`src/hdl/tlf_pkg.sv`:
```
`timescale 1ns / 1ps
`default_nettype none

package tlf_pkg;

    // Configuration register indexes
    localparam int CFG_INDEX_W = 3;
    localparam logic [CFG_INDEX_W-1:0] REG_NUMBER_NONBLANK  = 3'd0;
    localparam logic [CFG_INDEX_W-1:0] REG_NUMBER_ALL       = 3'd1;
    localparam logic [CFG_INDEX_W-1:0] REG_SQUEEZE_BLANK    = 3'd2;
    localparam logic [CFG_INDEX_W-1:0] REG_SHOW_ENDS        = 3'd3;
    localparam logic [CFG_INDEX_W-1:0] REG_SHOW_TABS        = 3'd4;
    localparam logic [CFG_INDEX_W-1:0] REG_SHOW_NONPRINTING = 3'd5;

    // Character codes
    localparam logic [7:0] CHAR_TAB         = 8'd9;
    localparam logic [7:0] CHAR_NL          = 8'd10;
    localparam logic [7:0] CHAR_SPACE       = 8'd32;
    localparam logic [7:0] CHAR_DOLLAR      = 8'd36;
    localparam logic [7:0] CHAR_ZERO        = 8'd48;
    localparam logic [7:0] CHAR_QUESTION    = 8'd63;
    localparam logic [7:0] CHAR_I           = 8'd73;
    localparam logic [7:0] CHAR_CARET       = 8'd94;
    localparam logic [7:0] CHAR_DEL         = 8'd127;
    localparam logic [7:0] CHAR_FIRST_PRINT = 8'd32;
    localparam logic [7:0] CARET_OFFSET     = 8'd64;

    typedef struct packed {
        logic number_nonblank;
        logic number_all;
        logic squeeze_blank;
        logic show_ends;
        logic show_tabs;
        logic show_nonprinting;
    } tlf_cfg_t;

    // One classified item, as handed from front to back
    typedef struct packed {
        logic       do_number;
        logic       has_prefix;
        logic [7:0] prefix_char;
        logic [7:0] final_char;
    } tlf_cmd_t;

endpackage

`default_nettype wire

```
`src/hdl/tlf_front.sv`:
```
`timescale 1ns / 1ps
`default_nettype none

module tlf_front #(
    parameter int NUMBER_DIGITS = 6
) (
    input  logic                       clk,
    input  logic                       rst_n,
    input  tlf_pkg::tlf_cfg_t          cfg,
    input  logic                       in_valid,
    output logic                       in_stall,
    input  logic [7:0]                 in_byte,
    input  logic                       file_start,
    input  logic                       q_full,
    output logic                       push,
    output tlf_pkg::tlf_cmd_t          cmd,
    output logic [4*NUMBER_DIGITS-1:0] cmd_bcd
);
    import tlf_pkg::*;

    localparam int BCD_W = 4 * NUMBER_DIGITS;

    logic             prev_newline_reg, prev_newline_next;
    logic [1:0]       blank_run_reg, blank_run_next;
    logic [BCD_W-1:0] line_bcd_reg, line_bcd_next;

    logic             accept;
    logic             pn;
    logic [1:0]       br;
    logic             is_nl;
    logic             squeeze_hit;
    logic             drop;
    logic [BCD_W-1:0] bcd_inc;

    assign accept   = in_valid && !q_full;
    assign in_stall = q_full;
    assign is_nl    = (in_byte == CHAR_NL);

    // A file start clears the line context before this byte is looked at
    assign pn = file_start ? 1'b1 : prev_newline_reg;
    assign br = file_start ? 2'd0 : blank_run_reg;

    assign squeeze_hit = cfg.squeeze_blank && is_nl && pn;

    always_comb
    begin
        blank_run_next = 2'd0;
        if (squeeze_hit)
        begin
            blank_run_next = (br < 2'd2) ? br + 2'd1 : br;
        end
    end

    assign drop = squeeze_hit && (blank_run_next > 2'd1);

    // Classify
    always_comb
    begin
        cmd.do_number   = cfg.number_nonblank ? (pn && !is_nl) : (pn && cfg.number_all);
        cmd.has_prefix  = 1'b0;
        cmd.prefix_char = CHAR_CARET;
        cmd.final_char  = in_byte;
        if (cfg.show_tabs && in_byte == CHAR_TAB)
        begin
            cmd.has_prefix = 1'b1;
            cmd.final_char = CHAR_I;
        end
        else if (cfg.show_ends && is_nl)
        begin
            cmd.has_prefix  = 1'b1;
            cmd.prefix_char = CHAR_DOLLAR;
        end
        else if (cfg.show_nonprinting)
        begin
            if (in_byte < CHAR_TAB || (in_byte > CHAR_NL && in_byte < CHAR_FIRST_PRINT))
            begin
                cmd.has_prefix = 1'b1;
                cmd.final_char = in_byte + CARET_OFFSET;
            end
            else if (in_byte == CHAR_DEL)
            begin
                cmd.has_prefix = 1'b1;
                cmd.final_char = CHAR_QUESTION;
            end
        end
    end

    // Saturating BCD increment
    always_comb
    begin
        logic       carry;
        logic       all_nines;
        logic [3:0] d;
        carry     = 1'b1;
        all_nines = 1'b1;
        bcd_inc   = line_bcd_reg;
        for (int i = 0; i < NUMBER_DIGITS; i++)
        begin
            d = line_bcd_reg[4*i +: 4];
            all_nines = all_nines && (d == 4'd9);
            if (carry)
            begin
                bcd_inc[4*i +: 4] = (d == 4'd9) ? 4'd0 : d + 4'd1;
            end
            carry = carry && (d == 4'd9);
        end
        if (all_nines)
        begin
            bcd_inc = line_bcd_reg;
        end
    end

    always_comb
    begin
        prev_newline_next = prev_newline_reg;
        line_bcd_next     = line_bcd_reg;
        if (accept)
        begin
            prev_newline_next = drop ? pn : is_nl;
            if (!drop && cmd.do_number)
            begin
                line_bcd_next = bcd_inc;
            end
        end
    end

    always_ff @(posedge clk or negedge rst_n)
    begin
        if (!rst_n)
        begin
            prev_newline_reg <= 1'b1;
            blank_run_reg    <= 2'd0;
            line_bcd_reg     <= BCD_W'(1);
        end
        else
        begin
            prev_newline_reg <= prev_newline_next;
            line_bcd_reg     <= line_bcd_next;
            if (accept)
            begin
                blank_run_reg <= blank_run_next;
            end
        end
    end

    assign push    = accept && !drop;
    assign cmd_bcd = line_bcd_reg;

endmodule

`default_nettype wire

```
`src/hdl/tlf_queue.sv`:
```
`timescale 1ns / 1ps
`default_nettype none

module tlf_queue #(
    parameter int WIDTH = 18,
    parameter int DEPTH = 2
) (
    input  logic             clk,
    input  logic             rst_n,
    input  logic             push,
    input  logic [WIDTH-1:0] wdata,
    output logic             full,
    input  logic             pop,
    output logic             rvalid,
    output logic [WIDTH-1:0] rdata
);
    localparam int PTR_W = (DEPTH > 1) ? $clog2(DEPTH) : 1;
    localparam int CNT_W = $clog2(DEPTH + 1);

    logic [WIDTH-1:0] entry_reg [DEPTH];
    logic [PTR_W-1:0] wr_ptr_reg, rd_ptr_reg;
    logic [CNT_W-1:0] count_reg, count_next;

    function automatic logic [PTR_W-1:0] ptr_inc(input logic [PTR_W-1:0] p);
        ptr_inc = (p == PTR_W'(DEPTH - 1)) ? '0 : p + PTR_W'(1);
    endfunction

    assign full   = (count_reg == CNT_W'(DEPTH));
    assign rvalid = (count_reg != '0);
    assign rdata  = entry_reg[rd_ptr_reg];

    always_comb
    begin
        count_next = count_reg;
        if (push && !pop)
        begin
            count_next = count_reg + CNT_W'(1);
        end
        else if (pop && !push)
        begin
            count_next = count_reg - CNT_W'(1);
        end
    end

    always_ff @(posedge clk or negedge rst_n)
    begin
        if (!rst_n)
        begin
            wr_ptr_reg <= '0;
            rd_ptr_reg <= '0;
            count_reg  <= '0;
        end
        else
        begin
            count_reg <= count_next;
            if (push)
            begin
                wr_ptr_reg <= ptr_inc(wr_ptr_reg);
            end
            if (pop)
            begin
                rd_ptr_reg <= ptr_inc(rd_ptr_reg);
            end
        end
    end

    always_ff @(posedge clk)
    begin
        if (push)
        begin
            entry_reg[wr_ptr_reg] <= wdata;
        end
    end

endmodule

`default_nettype wire

```
`src/hdl/tlf_back.sv`:
```
`timescale 1ns / 1ps
`default_nettype none

module tlf_back #(
    parameter int NUMBER_DIGITS = 6
) (
    input  logic                       clk,
    input  logic                       rst_n,
    input  logic                       q_valid,
    input  tlf_pkg::tlf_cmd_t          q_cmd,
    input  logic [4*NUMBER_DIGITS-1:0] q_bcd,
    output logic                       q_pop,
    output logic                       out_valid,
    input  logic                       out_stall,
    output logic [7:0]                 out_byte,
    output logic                       last_of_run
);
    import tlf_pkg::*;

    localparam int POS_TAB    = NUMBER_DIGITS;
    localparam int POS_PREFIX = NUMBER_DIGITS + 1;
    localparam int POS_FINAL  = NUMBER_DIGITS + 2;
    localparam int POS_W      = $clog2(NUMBER_DIGITS + 3);
    localparam int DIG_IW     = (NUMBER_DIGITS > 1) ? $clog2(NUMBER_DIGITS) : 1;

    logic [POS_W-1:0] pos_reg, pos_next;
    logic             first_reg;
    logic             out_valid_reg;
    logic [7:0]       out_byte_reg;
    logic             last_reg;

    logic [NUMBER_DIGITS-1:0][3:0] digits;
    logic [NUMBER_DIGITS-1:0]      zero_above;
    logic [POS_W-1:0]              start_pos;
    logic [POS_W-1:0]              cur_pos;
    logic [POS_W-1:0]              idx_full;
    logic [DIG_IW-1:0]             digit_idx;
    logic                          advance;
    logic                          emit;
    logic [7:0]                    beat_char;
    logic                          beat_last;

    assign digits = q_bcd;

    // zero_above[i]: digit i and every digit above it are zero
    always_comb
    begin
        logic z;
        z = 1'b1;
        for (int i = NUMBER_DIGITS - 1; i >= 0; i--)
        begin
            z = z && (digits[i] == 4'd0);
            zero_above[i] = z;
        end
    end

    always_comb
    begin
        if (q_cmd.do_number)
        begin
            start_pos = '0;
        end
        else if (q_cmd.has_prefix)
        begin
            start_pos = POS_W'(POS_PREFIX);
        end
        else
        begin
            start_pos = POS_W'(POS_FINAL);
        end
    end

    assign cur_pos   = first_reg ? start_pos : pos_reg;
    assign idx_full  = POS_W'(NUMBER_DIGITS - 1) - cur_pos;
    assign digit_idx = idx_full[DIG_IW-1:0];

    always_comb
    begin
        beat_last = 1'b0;
        pos_next  = cur_pos + POS_W'(1);
        if (cur_pos == POS_W'(POS_FINAL))
        begin
            beat_char = q_cmd.final_char;
            beat_last = 1'b1;
        end
        else if (cur_pos == POS_W'(POS_PREFIX))
        begin
            beat_char = q_cmd.prefix_char;
            pos_next  = POS_W'(POS_FINAL);
        end
        else if (cur_pos == POS_W'(POS_TAB))
        begin
            beat_char = CHAR_TAB;
            pos_next  = q_cmd.has_prefix ? POS_W'(POS_PREFIX) : POS_W'(POS_FINAL);
        end
        else if (digit_idx != '0 && zero_above[digit_idx])
        begin
            beat_char = CHAR_SPACE;
        end
        else
        begin
            beat_char = CHAR_ZERO + {4'd0, digits[digit_idx]};
        end
    end

    assign advance = !out_valid_reg || !out_stall;
    assign emit    = advance && q_valid;
    assign q_pop   = emit && beat_last;

    always_ff @(posedge clk or negedge rst_n)
    begin
        if (!rst_n)
        begin
            out_valid_reg <= 1'b0;
            first_reg     <= 1'b1;
            pos_reg       <= '0;
        end
        else
        begin
            if (advance)
            begin
                out_valid_reg <= emit;
            end
            if (emit)
            begin
                first_reg <= beat_last;
                pos_reg   <= pos_next;
            end
        end
    end

    always_ff @(posedge clk)
    begin
        if (emit)
        begin
            out_byte_reg <= beat_char;
            last_reg     <= beat_last;
        end
    end

    assign out_valid   = out_valid_reg;
    assign out_byte    = out_byte_reg;
    assign last_of_run = last_reg;

endmodule

`default_nettype wire

```
`src/hdl/text_stream_line_formatter_top.sv`:
```
`timescale 1ns / 1ps
`default_nettype none

// Channel   Direction  Handshake            Beat payload
// -------   ---------  -------------------  -----------------------------
// in        sink       in_valid / in_stall  in_byte[7:0], file_start
// out       source     out_valid/out_stall  out_byte[7:0], last_of_run
// cfg       sink       cfg_valid/cfg_ready  cfg_index[2:0], cfg_data
//
// Items that yield one beat each stream back to back while out_stall is low.
// An item that yields n beats holds the back-end sequencer for all n beats,
// n up to NUMBER_DIGITS + 3 (number, tab, caret or dollar, character).
// A squeezed newline is taken by the front end and yields no beat.
// The front end keeps taking items until the two-entry command queue fills;
// out_stall backs up the output register and sequencer, then queue and input.
// Reset clears all options, sets the line counter to one and the line
// context to "after newline"; cfg_ready is always high.
module text_stream_line_formatter_top #(
    parameter int NUMBER_DIGITS = 6
) (
    input  logic       clk,
    input  logic       rst_n,
    // input stream
    input  logic       in_valid,
    output logic       in_stall,
    input  logic [7:0] in_byte,
    input  logic       file_start,
    // output stream
    output logic       out_valid,
    input  logic       out_stall,
    output logic [7:0] out_byte,
    output logic       last_of_run,
    // configuration writes
    input  logic       cfg_valid,
    output logic       cfg_ready,
    input  logic [tlf_pkg::CFG_INDEX_W-1:0] cfg_index,
    input  logic       cfg_data
);
    import tlf_pkg::*;

    localparam int BCD_W   = 4 * NUMBER_DIGITS;
    localparam int ENTRY_W = $bits(tlf_cmd_t) + BCD_W;
    localparam int Q_DEPTH = 2;

    tlf_cfg_t         cfg_reg;
    logic             q_push;
    logic             q_full;
    logic             q_pop;
    logic             q_valid;
    tlf_cmd_t         front_cmd;
    logic [BCD_W-1:0] front_bcd;
    tlf_cmd_t         head_cmd;
    logic [BCD_W-1:0] head_bcd;

    // Configuration is always accepted; unknown indexes drop the write
    assign cfg_ready = 1'b1;

    always_ff @(posedge clk or negedge rst_n)
    begin
        if (!rst_n)
        begin
            cfg_reg <= '0;
        end
        else if (cfg_valid && cfg_ready)
        begin
            unique case (cfg_index)
                REG_NUMBER_NONBLANK:  cfg_reg.number_nonblank  <= cfg_data;
                REG_NUMBER_ALL:       cfg_reg.number_all       <= cfg_data;
                REG_SQUEEZE_BLANK:    cfg_reg.squeeze_blank    <= cfg_data;
                REG_SHOW_ENDS:        cfg_reg.show_ends        <= cfg_data;
                REG_SHOW_TABS:        cfg_reg.show_tabs        <= cfg_data;
                REG_SHOW_NONPRINTING: cfg_reg.show_nonprinting <= cfg_data;
                default:              cfg_reg <= cfg_reg;
            endcase
        end
    end

    // Front end: track line context and counter, classify each byte
    tlf_front #(
        .NUMBER_DIGITS(NUMBER_DIGITS)
    ) u_front (
        .clk       (clk),
        .rst_n     (rst_n),
        .cfg       (cfg_reg),
        .in_valid  (in_valid),
        .in_stall  (in_stall),
        .in_byte   (in_byte),
        .file_start(file_start),
        .q_full    (q_full),
        .push      (q_push),
        .cmd       (front_cmd),
        .cmd_bcd   (front_bcd)
    );

    // Command queue: decouple classification from beat generation
    tlf_queue #(
        .WIDTH(ENTRY_W),
        .DEPTH(Q_DEPTH)
    ) u_queue (
        .clk   (clk),
        .rst_n (rst_n),
        .push  (q_push),
        .wdata ({front_cmd, front_bcd}),
        .full  (q_full),
        .pop   (q_pop),
        .rvalid(q_valid),
        .rdata ({head_cmd, head_bcd})
    );

    // Back end: expand each command into output beats
    tlf_back #(
        .NUMBER_DIGITS(NUMBER_DIGITS)
    ) u_back (
        .clk        (clk),
        .rst_n      (rst_n),
        .q_valid    (q_valid),
        .q_cmd      (head_cmd),
        .q_bcd      (head_bcd),
        .q_pop      (q_pop),
        .out_valid  (out_valid),
        .out_stall  (out_stall),
        .out_byte   (out_byte),
        .last_of_run(last_of_run)
    );

    // A taken beat that does not close its run means the same command is
    // still at the queue head, so a further beat must follow at once.
    a_run_continues: assert property (@(posedge clk) disable iff (!rst_n)
        (out_valid && !out_stall && !last_of_run) |=> out_valid)
        else $error("output run broken before its last beat");

    // The front end must never push into a full queue.
    a_no_overflow: assert property (@(posedge clk) disable iff (!rst_n)
        q_push |-> !q_full)
        else $error("command queue overflow");

    // A pop only happens on a beat that closes a run.
    a_pop_on_last: assert property (@(posedge clk) disable iff (!rst_n)
        q_pop |=> (out_valid && last_of_run))
        else $error("command popped without a closing beat");

endmodule

`default_nettype wire

```
`config.mk`:
```
export PLATFORM = sky130hd
export DESIGN_NAME = text_stream_line_formatter_top
export DESIGN_NICKNAME = d
export VERILOG_FILES = /design/src/hdl/tlf_pkg.sv /design/src/hdl/tlf_front.sv /design/src/hdl/tlf_queue.sv /design/src/hdl/tlf_back.sv /design/src/hdl/text_stream_line_formatter_top.sv
export SDC_FILE = /design/constraint.sdc
export NUM_CORES = 1
export LEC_CHECK = 0
export BUFFER_PORTS_ARGS = -buffer_cell sky130_fd_sc_hd__buf_2
export CORE_MARGIN = 4
export CORE_UTILIZATION = 30
export DETAILED_ROUTE_END_ITERATION = 8
export HOLD_SLACK_MARGIN = 0.12
export PLACE_DENSITY = 0.53
export SLEW_MARGIN = 20
export SYNTH_ARGS = -nofsm -noshare
export SYNTH_HDL_FRONTEND = slang
export SYNTH_SLANG_ARGS = --single-unit
```
`constraint.sdc`:
```
create_clock -name clk -period 3.9 [get_ports clk]
set_clock_uncertainty 0.05 [all_clocks]
set_input_delay 0.39 -clock clk [delete_from_list [all_inputs] [get_ports clk]]
set_output_delay 0.39 -clock clk [all_outputs]
set_load 0.1 [all_outputs]
```
## Yosys cells after proc, flatten, opt, wreduce, memory -nomap -nowiden

Memories as Yosys holds them, arrays and structs flattened.
Index checks and enable logic that the tools add are counted.

| storage, ports and cells | value |
|---|---|
| bits in registers | 52 |
| RAM bits | 84 |
| bits of input ports | 18 |
| output and inout bits | 12 |
| logic and storage cells | 165 |
| memories | 1 |

| operators by class | value |
|---|---|
| add/subtract/negate cells | 15 |
| magnitude comparators | 6 |
| equality and inequality tests | 18 |
| muxes and demuxes | 45 |
| bitwise logic cells | 1 |
| reductions and logical operators | 57 |

Memory list:

| memory | depth | bits a word | rd ports | clocked after Yosys merged registers in | write ports | line | RTL |
|---|---|---|---|---|---|---|---|
| u_queue.entry_reg | 2 | 42 | 1 | 0 | 1 | tlf_queue.sv:20 | `logic [WIDTH-1:0] entry_reg [DEPTH];` |

Operators with widths:

| operator | count |
|---|---|
| $mux 8 | 10 |
| $mux 4 | 13 |
| $add 4x1->4 const B | 7 |
| $eq 4x4->1 const B | 7 |
| $logic_and 1x1->1 | 26 |
| $logic_not 4->1 | 6 |
| $reduce_and 4->1 | 5 |
| $eq 8x4->1 const B | 2 |
| $mux 1 | 14 |
| $bmux 4 s3 | 1 |
| $reduce_and 2->1 | 6 |
| $mux 2 | 5 |
| $add 8x7->8 const B | 1 |
| $eq 4x3->1 const B | 2 |
| $eq 8x7->1 const B | 1 |
| $gt 8x4->1 const B | 1 |
| $lt 8x4->1 const B | 1 |
| $lt 8x6->1 const B | 1 |
| $add 6x4->7 const A | 1 |
| $logic_not 1->1 | 7 |
| $mux 7 | 1 |
| $eq 3x2->1 const B | 2 |
| $eq 3x3->1 const B | 2 |
| $add 2x1->2 const B | 2 |
| other kinds (15) | 18 |

## Longest topological paths before layout

Gate-level depths: netlist of run 1.
An unclocked memory read counts as a cell.

| logic depth | value |
|---|---|
| depth after elaboration | 14 |
| gate-level depth with buffers | 13 |
| mapped depth without buffers | 13 |

## Hierarchy

A second synthesis of run 1 with hierarchy kept.

| second synthesis, totals | value |
|---|---|
| cell total of the unflattened synthesis | 487 |
| area, all modules | 6754.0 um^2 |

By module, submodules not included:

| module | times used | cells an instance | area each (um^2) | sequential area each (um^2) |
|---|---|---|---|---|
| tlf_queue | 1 | 147 | 3422.0 | 2622.5 |
| tlf_front | 1 | 196 | 1864.3 | 678.2 |
| tlf_back | 1 | 124 | 1157.4 | 421.7 |
| text_stream_line_formatter_top | 1 | 20 | 310.3 | 150.1 |

## Worst setup path before layout of run 1

Ideal clock, no wire load.

| path | value |
|---|---|
| path kind | input to register |
| from | in in_byte[1] |
| to | mem u_queue.entry_reg[0][0] (netlist name), enable pin |
| setup time | 0.434 ns |
| data arrival time | 2.759 ns |
| data required time | 3.416 ns |
| setup slack | 0.658 ns |
| stages | 5 |
| path buffers | 1 |
| cells stage by stage | nor4b_1 -> and2_1 -> buf_6 -> a21oi_1 -> nor2b_1 |

| between the ends | value |
|---|---|
| cells in the longest elaborated chain, start to end | 10 |

Ends and longest elaborated chain:

| element | line | RTL |
|---|---|---|
| from (decl) | text_stream_line_formatter_top.sv:26 | `input logic [7:0] in_byte,` |
| $eq 8x4->1 (*) | tlf_front.sv:37 | `assign is_nl = (in_byte == CHAR_NL);` |
| $logic_and 1x1->1 (*) (2 in a row) | tlf_front.sv:43 | `assign squeeze_hit = cfg.squeeze_blank && is_nl && pn;` |
| $mux 2 | tlf_front.sv:48 | `if (squeeze_hit)` |
| $gt 2x1->1 | tlf_front.sv:54 | `assign drop = squeeze_hit && (blank_run_next > 2'd1);` |
| $logic_and 1x1->1 (*) | tlf_front.sv:54 |  |
| $logic_not 1->1 (*) | tlf_front.sv:146 | `assign push = accept && !drop;` |
| $logic_and 1x1->1 (*) | tlf_front.sv:146 |  |
| via q_push | text_stream_line_formatter_top.sv:46 | `logic q_push;` |
| $mux 1 (*) | tlf_queue.sv:69 | `if (push)` |
| $mux 1 (not written as such) (*) | tlf_queue.sv:71 | `entry_reg[wr_ptr_reg] <= wdata;` |
| to (decl) | tlf_queue.sv:20 |  |

The timed path passes the listed nets; every way through them passes the cells marked *.

## Worst setup path after layout of run 1

| path | value |
|---|---|
| from | mem u_queue.entry_reg[0][41] (netlist name) |
| to | reg u_queue.count_reg[1] |

| between the ends | value |
|---|---|
| cells in the longest elaborated chain, start to end | 9 |
| elaborated cells on any way between the ends | 11 |
| those cells by class | 1 x eq/ne; 4 x mux; 5 x reduce/logical; 1 x memory |

Ends and longest elaborated chain:

| element | line | RTL |
|---|---|---|
| $mem_v2 2x42 (*) | -- |  |
| $mux 4 (*) | tlf_back.sv:59 | `if (q_cmd.do_number)` |
| $mux 4 (*) | tlf_back.sv:73 | `assign cur_pos = first_reg ? start_pos : pos_reg;` |
| $eq 4x4->1 (*) | tlf_back.sv:81 | `if (cur_pos == POS_W'(POS_FINAL))` |
| $mux 1 (*) | tlf_back.sv:81 |  |
| via u_back.beat_last | tlf_back.sv:41 | `logic beat_last;` |
| $logic_and 1x1->1 (*) | tlf_back.sv:108 | `assign q_pop = emit && beat_last;` |
| $logic_not 1->1 | tlf_queue.sv:35 | `if (push && !pop)` |
| $logic_and 1x1->1 | tlf_queue.sv:35 |  |
| $mux 2 or $reduce_bool 2->1 (tied branches) | -- |  |
| to (signal assigned) | tlf_queue.sv:55 | `count_reg <= count_next;` |
| to (decl) | tlf_queue.sv:22 | `logic [CNT_W-1:0] count_reg, count_next;` |

Marked as above.
A chain may end at the register's enable or synchronous reset.

==> results of run 1 <==
==> layer usage <==
metal,up-vias,part of all wire
li1,1834,-
met1,1894,0.43
met2,79,0.51
met3,13,0.036
met4,0,0.020
met5,-,0
==> how the worst max path moves through the flow <==
| stage | start | endpoint | slack, ps | cells after the start |
|---|---|---|---|---|
| after floorplan | in_byte[1] | u_queue.entry_reg[0][0] | 660 | 5 |
| after global placement | u_queue.rd_ptr_reg | u_queue.count_reg[1] | 980 | 15 |
| after detailed placement | u_queue.entry_reg[0][41] | u_queue.count_reg[1] | 930 | 14 |
| after CTS | u_queue.entry_reg[0][41] | u_queue.count_reg[1] | 910 | 15 |
| after global routing | u_queue.entry_reg[0][41] | u_queue.count_reg[1] | 720 | 15 |
| final | u_queue.entry_reg[0][41] | u_queue.count_reg[1] | 920 | 15 |
==> metrics by stage <==
stage	power, W	hold WS (ps)
detailed placement	0.00424	241
CTS	0.00582	146
finish	0.00576	159
global route	0.00609	150
global placement	0.00420	240
floorplan	0.00372	44.4
==> synthesized netlist by cell type, drive strengths merged, types with 3 or more instances <==
master  count  area share
edfxtp     81        0.41
dfrtp      40        0.17
nand2      40       0.026
nor2       28       0.018
inv        21       0.013
a21oi      19       0.016
mux2i      19       0.032
o21ai      17       0.015
mux2       14       0.027
xnor2      14       0.021
buf        11       0.012
ha         10       0.021
nand4       9      0.0096
nand2b      8      0.0085
nand3       8      0.0068
nor3        8      0.0068
nor4        8      0.0085
nor2b       7      0.0075
clkbuf      6      0.0038
mux4        6       0.023
o221ai      6      0.0090
a31oi       5      0.0075
and3        5      0.0058
nor3b       5      0.0064
xor2        5      0.0075
and2        4      0.0045
nor4bb      4      0.0068
o22ai       4      0.0043
a211oi      3      0.0060
a21boi      3      0.0038
dfstp       3       0.013
nand4b      3      0.0045
nor4b       3      0.0045
o31ai       3      0.0038
or3         3      0.0034
==> power by group <==
part           internal [W]  switching, W
registers           0.00185      0.000233
clock network       0.00103      0.000527
logic              0.000735       0.00139
==> worst reg2reg max path, cell delays in order (launching register included) <==
cell and delay, ps:
edfxtp_1 410, or3b_2 500, a31oi_2 190, buf_4 190, inv_1 80, ha_1 200
nand2_1 70, nor3_1 50, a31oi_2 140, buf_4 180, inv_1 100, nand2_1 170
ha_1 200, xor2_1 150, nor2_1 60, xnor2_1 120
==> repair_timing <==
item / in CTS / in global routing
hold buffers: 1 / 0
buffers inserted: 0 / 0
endpoints found under the hold margin: 9 / 0
==> layout make-up <==
class,instances,area [um^2]
fillers,1809,12100
flip-flops and latches,124,3510
clock inverters,7,87.6
inverters,21,78.8
clock buffers,25,507
repair buffers,37,210
multi-input cells,302,2180
well taps,260,325
==> cell families (layout without fill, tap and decap cells) <==
| logic type | count (synthesis) | after routing | share of synthesized area |
|---|---|---|---|
| AND/OR/NAND/NOR | 153 | 153 | 0.142 |
| multiplexers | 39 | 39 | 0.0824 |
| AO/OA/AOI/OAI | 80 | 80 | 0.0949 |
| XOR/XNOR | 19 | 19 | 0.0284 |
| adder cells (fa/ha/maj) | 10 | 10 | 0.0213 |
| buffers and inverters | 39 | 90 | 0.0314 |
| other | 1 | 1 | 0.000639 |
| flip-flops | 124 | 124 | 0.599 |
==> metrics.txt, run 1 <==
Worst Hold End u_back.out_valid; MaxCap Viol Count 0; vias in the first global route 3879; R2R depth 15; Final WS setup 922 ps; Initial Util 0.309; num rows 50; fmax 336 MHz; CP required 4140 ps; Leak Pwr 2.62 nW; setup tns final 0 ps; max incr delay on CP 500 ps; FFs w/ async S/R, synth 0.347; pre-CTS WS 926 ps; CTS tree built; final wirelength 12500 um; worst r2r dst u_queue.count_reg[1]; slowest CP cell or3b_2; number of CTS-inserted buffers 17; Layout area overhead 17.6%; Worst Hold Launch out_stall; power density cells 836 mW/mm^2; number of synthesized flops with an enable pin 81; status complete, no violations; RSZ-0062 raised after global routing no; largest net degree at the start of global routing 49; Peak VDD IR 0.306 mV; Final Hold Fails 0; Final Cycle Share 0.763; max reg flops 72; GP Congestion 0.815; CP Class reg -> reg; clock buffer depth 2; htree depth 4; Placed Instances 743; most frequent cells in the layout edfxtp_1 (81), nand2_1 (40), dfrtp_1 (39); Max FO, Critical Path 11; Routed Antenna Nets 0; nature of the critical path endpoint flip-flop; core area 0.0190 mm^2; die height 148 um; Hold Crit Class in -> reg; initial antenna violation count 0; Cell Area, Synth 0.00586 mm^2; ys flop type edfxtp_1; Resized cells post-CTS 0; minimum clock period 2980 ps; global-route congestion overflow total 0; Worst-Margin Slew 653 ps; commonest non-fill, non-tap cell in the layout edfxtp_1; finished layout cell area 0.00690 mm^2; drt pass-1 iters 4; WHS Path Cells 3; GR Layer Usage met3 0.0254; Via Count 3820; post-synthesis cell type count 67; synthesis warning total 0; Syn Area/Cell 12.6 um^2; Nets 531; detailed placement HPWL 9140 um; first-pass GRT wire length 20200 um; #FFs+latches synth 124; via-per-instance ratio 4.92; Cells after Synth 465; Worst-Skew Late Latency 400 ps; I/O Buffers 28; startpoint types flip-flop; Reg2Reg Launch Point u_queue.entry_reg[0][41]; most used routing layer met2; CP Data Arrival Time 3210 ps; DIE AREA 0.0218 mm^2; Seq/Total Area, Yosys 0.599; Util after Layout 0.364; Rel. slew slack 0.565; io pins 30; 1st-iter DRT viols 239; Max Slew Vio Count 0; Placed Area 0.00629 mm^2; layout cells sized above 1 0.196; Top delay family on crit path simple AND/OR/NAND/NOR gates; CTS root buffer clkbuf_16; DRC viols 0; syn nets 493; Reg2Reg Setup Slack 920 ps; Clk pin slew, worst setup/hold paths 50 ps; met1 global-route usage 0.142; CTS Sinks 124; DR WL/cell 16.1 um; ant diodes 0; CP cell instances or3b_2 > a31oi_2 > buf_4 > inv_1 > ha_1 > nand2_1 > nor3_1 > a31oi_2 > buf_4 > inv_1 > nand2_1 > ha_1 > xor2_1 > nor2_1 > xnor2_1; Die W 148 um; non-filler cells, final 776; met2 Use GR 0.205; GR Util All Layers 0.118; Final Setup Violations 0; Buf/Inv on CP 4
No activity file was read; power rests on OpenSTA's default activity.
==> run 2: changes to the inputs <==
--- a/config.mk
+++ b/config.mk
@@ -5,6 +5,7 @@
 export SDC_FILE = /design/constraint.sdc
 export NUM_CORES = 1
 export LEC_CHECK = 0
+export ABC_AREA = 1
 export BUFFER_PORTS_ARGS = -buffer_cell sky130_fd_sc_hd__buf_2
 export CORE_MARGIN = 4
 export CORE_UTILIZATION = 30
==> constraint.sdc (replaced) <==
create_clock -name clk -period 2.9 [get_ports clk]
set_clock_uncertainty 0.05 [all_clocks]
set_input_delay 0.29 -clock clk [delete_from_list [all_inputs] [get_ports clk]]
set_output_delay 0.29 -clock clk [all_outputs]
set_load 0.1 [all_outputs]
==> metrics.txt, run 2 <==
status complete, no violations; fmax 391 MHz (+16%); CP Class reg -> reg; first-pass GRT wire length 20600 um (+1.8%); number of CTS-inserted buffers 17 (unchanged); combinational power share 0.407 (+0.038); DIE AREA 0.0225 mm^2 (+2.8%); most frequent cells in the layout nand2_1 (185), edfxtp_1 (81), inv_1 (76); Worst-Margin Slew 617 ps (-35.5 ps); CP required 3140 ps (-1000 ps); Final Hold Fails 0 (unchanged); pre-CTS WS 346 ps (-580 ps); syn nets 682 (+38%); DRC viols 0 (unchanged); FFs w/ async S/R, synth 0.347 (unchanged); Leak Pwr 2.98 nW (+13%); minimum clock period 2560 ps (-421 ps); I/O Buffers 28 (unchanged); setup tns final 0 ps (unchanged); Rel. slew slack 0.586 (+0.0209); count leader, synth nand2_1; num rows 51 (+2.0%); Worst-Skew Late Latency 410 ps (about the same); DR WL/cell 12.7 um (-21%); #FFs+latches synth 124 (unchanged); largest net degree at the start of global routing 48 (-2.0%); Worst Hold Launch cfg_valid; synth cell count leaders nand2_1 (185), edfxtp_1 (81), inv_1 (76); Fill cells 2007 (+11%); Internal Dissipation 0.00476 W (+32%); Max Slew Vio Count 0 (unchanged); Sequential Power Share 0.327 (-0.035); CTS root buffer clkbuf_16; Worst Hold End cfg_reg[0]; power density cells 1110 mW/mm^2 (+33%); CP Data Arrival Time 2800 ps (-410 ps); final wirelength 12500 um (-0.15%); Cells after Synth 654 (+41%); Synth top area share 0.403 (-0.0119); detailed placement HPWL 8960 um (-1.9%); post-synthesis cell type count 37 (-45%); Via Count 4338 (+14%); GP Congestion 0.831 (+2.0%); nature of the critical path endpoint flip-flop; Seq/Total Area, Yosys 0.582 (-0.0172); 1st-iter DRT viols 254 (+6.3%); Setup Buffers After CTS 0 (unchanged); clock power share 0.266 (-0.003); Final Setup Violations 0 (unchanged); R2R depth 11 (-4); global-route congestion overflow total 0 (unchanged); Final WS setup 344 ps (-579 ps); CTS Sinks 124 (unchanged); Synth area leader edfxtp_1; Peak VDD IR 0.459 mV (+50%); startpoint types flip-flop; layout cells sized above 1 0.128 (-0.0672); max reg flops 72 (unchanged); via-per-instance ratio 4.42 (-10%); die height 150 um (+1.4%); synthesis warning total 0 (unchanged); ys flop type edfxtp_1; worst r2r dst u_queue.count_reg[1]; GR Util All Layers 0.120 (+0.00181); RSZ-0062 raised after global routing no; Sw Share 0.403 (+0.0296); Syn Area/Cell 9.23 um^2 (-27%); CTS tree built; Max FO, Critical Path 12 (+1); Initial Util 0.307 (-0.00214); MaxCap Viol Count 0 (unchanged); Nets 731 (+38%); number of synthesized flops with an enable pin 81 (unchanged); drt pass-1 iters 5 (+1); Sw Pwr 0.00321 W (+49%); Area contributors post-synth edfxtp_1 (40%), dfrtp_1 (17%), nand2_1 (12%), inv_1 (4.7%), o21ai_0 (4.1%); commonest non-fill, non-tap cell in the layout nand2_1; htree depth 4 (unchanged); Hold Crit Class in -> reg; clock buffer depth 2 (unchanged); io pins 30 (unchanged); Layout area overhead 19.0%; core area 0.0197 mm^2 (+3.7%); Final Cycle Share 0.881 (+0.118); Clk pin slew, worst setup/hold paths 50 ps (about the same); Cell Area, Synth 0.00604 mm^2 (+3.0%); Die W 150 um (+1.4%); WHS Path Cells 3 (unchanged); Reg2Reg Launch Point u_back.first_reg; vias in the first global route 4017 (+3.6%); Routed Antenna Nets 0 (unchanged); initial antenna violation count 0 (unchanged); ant diodes 0 (unchanged); Reg2Reg Setup Slack 340 ps (-580 ps)
## run 2: changes by cell type after synthesis, sizes merged, moves of 14 or more
| cell | before | now |
|---|---|---|
| inv | 21 | 80 |
| mux2 | 14 | 0 |
| nand3 | 8 | 45 |
| mux2i | 19 | 0 |
| o21ai | 17 | 55 |
| nor2 | 28 | 55 |
| nand2 | 40 | 186 |
## run 2: kinds of logic after synthesis
logic type      after synthesis  share of synthesized area
compound gates               82                     0.0756
xor+xnor                     18                     0.0261
fa+ha+maj                    10                     0.0207
buf+inv                      98                     0.0653
flops                       124                      0.582
other cells                   1                   0.000621
simple gates                321                      0.230
## run 2: layout make-up
type                    count  area, um^2  area share
inverters                  81         304      0.0423
repair buffers             47         303      0.0421
multi-input cells         432        2150       0.299
flip-flops and latches    124        3510       0.489
clock inverters            12         151      0.0211
well taps                 265         332      0.0461
clock buffers              20         437      0.0608
## run 2: metrics by stage
step	power, W	hold slack, ps	std cells	cell area, um^2	util
2_1_floorplan	0.00513	-55.6	654	6040	-
3_3_place_gp	0.00591	240	941	6520	0.332
3_5_place_dp	0.00591	240	941	6520	0.332
4_1_cts	0.00807	121	981	7190	0.366
5_1_grt	0.00856	161	981	7190	0.366
6_report	0.00797	144	981	7190	0.366
## run 2: worst max-delay path: stages, from the launching register on
cell      delay [ps]
dfstp_2          560
nand3_2          170
nand3b_1         150
buf_4            200
ha_1             190
nand3_2          130
inv_2            180
nand2_2          110
ha_1             320
a21oi_1          110
o21ai_0          110
xor2_1           150
## run 2: worst max path at each step
stage          cells after the start                 endpoint                  from  slack [ps]
5_1_grt                           14       u_back.out_byte[4]      u_back.first_reg          90
2_1_floorplan                      5  u_queue.entry_reg[1][0]  u_queue.count_reg[1]          70
4_1_cts                           11     u_queue.count_reg[1]      u_back.first_reg         330
3_3_place_gp                      11     u_queue.count_reg[1]      u_back.first_reg         400
3_5_place_dp                      11     u_queue.count_reg[1]      u_back.first_reg         350
6_report                          11     u_queue.count_reg[1]      u_back.first_reg         340
## run 2: routing by layer
metal | GRT usage | up-vias | wire, um
met4 | 0.0535 | 0 | 251
met5 | 0 | - | 0
met2 | 0.189 | 53 | 5920
li1 | - | 2260 | -
met3 | 0.0282 | 16 | 363
met1 | 0.158 | 2009 | 5950
## run 2: repair_timing
item | in CTS | in global routing
hold buffers | 8 | 0
endpoints found under the hold margin | 30 | 0
resized for setup | 0 | 0
## run 2: power groups by stage
stage          clock, W  sequential [W]  combinational [W]
4_1_cts         0.00217         0.00261            0.00329
5_1_grt         0.00224         0.00265            0.00367
2_1_floorplan         0         0.00313            0.00200
3_5_place_dp          0         0.00264            0.00326
3_3_place_gp          0         0.00264            0.00327
6_report        0.00212         0.00261            0.00324
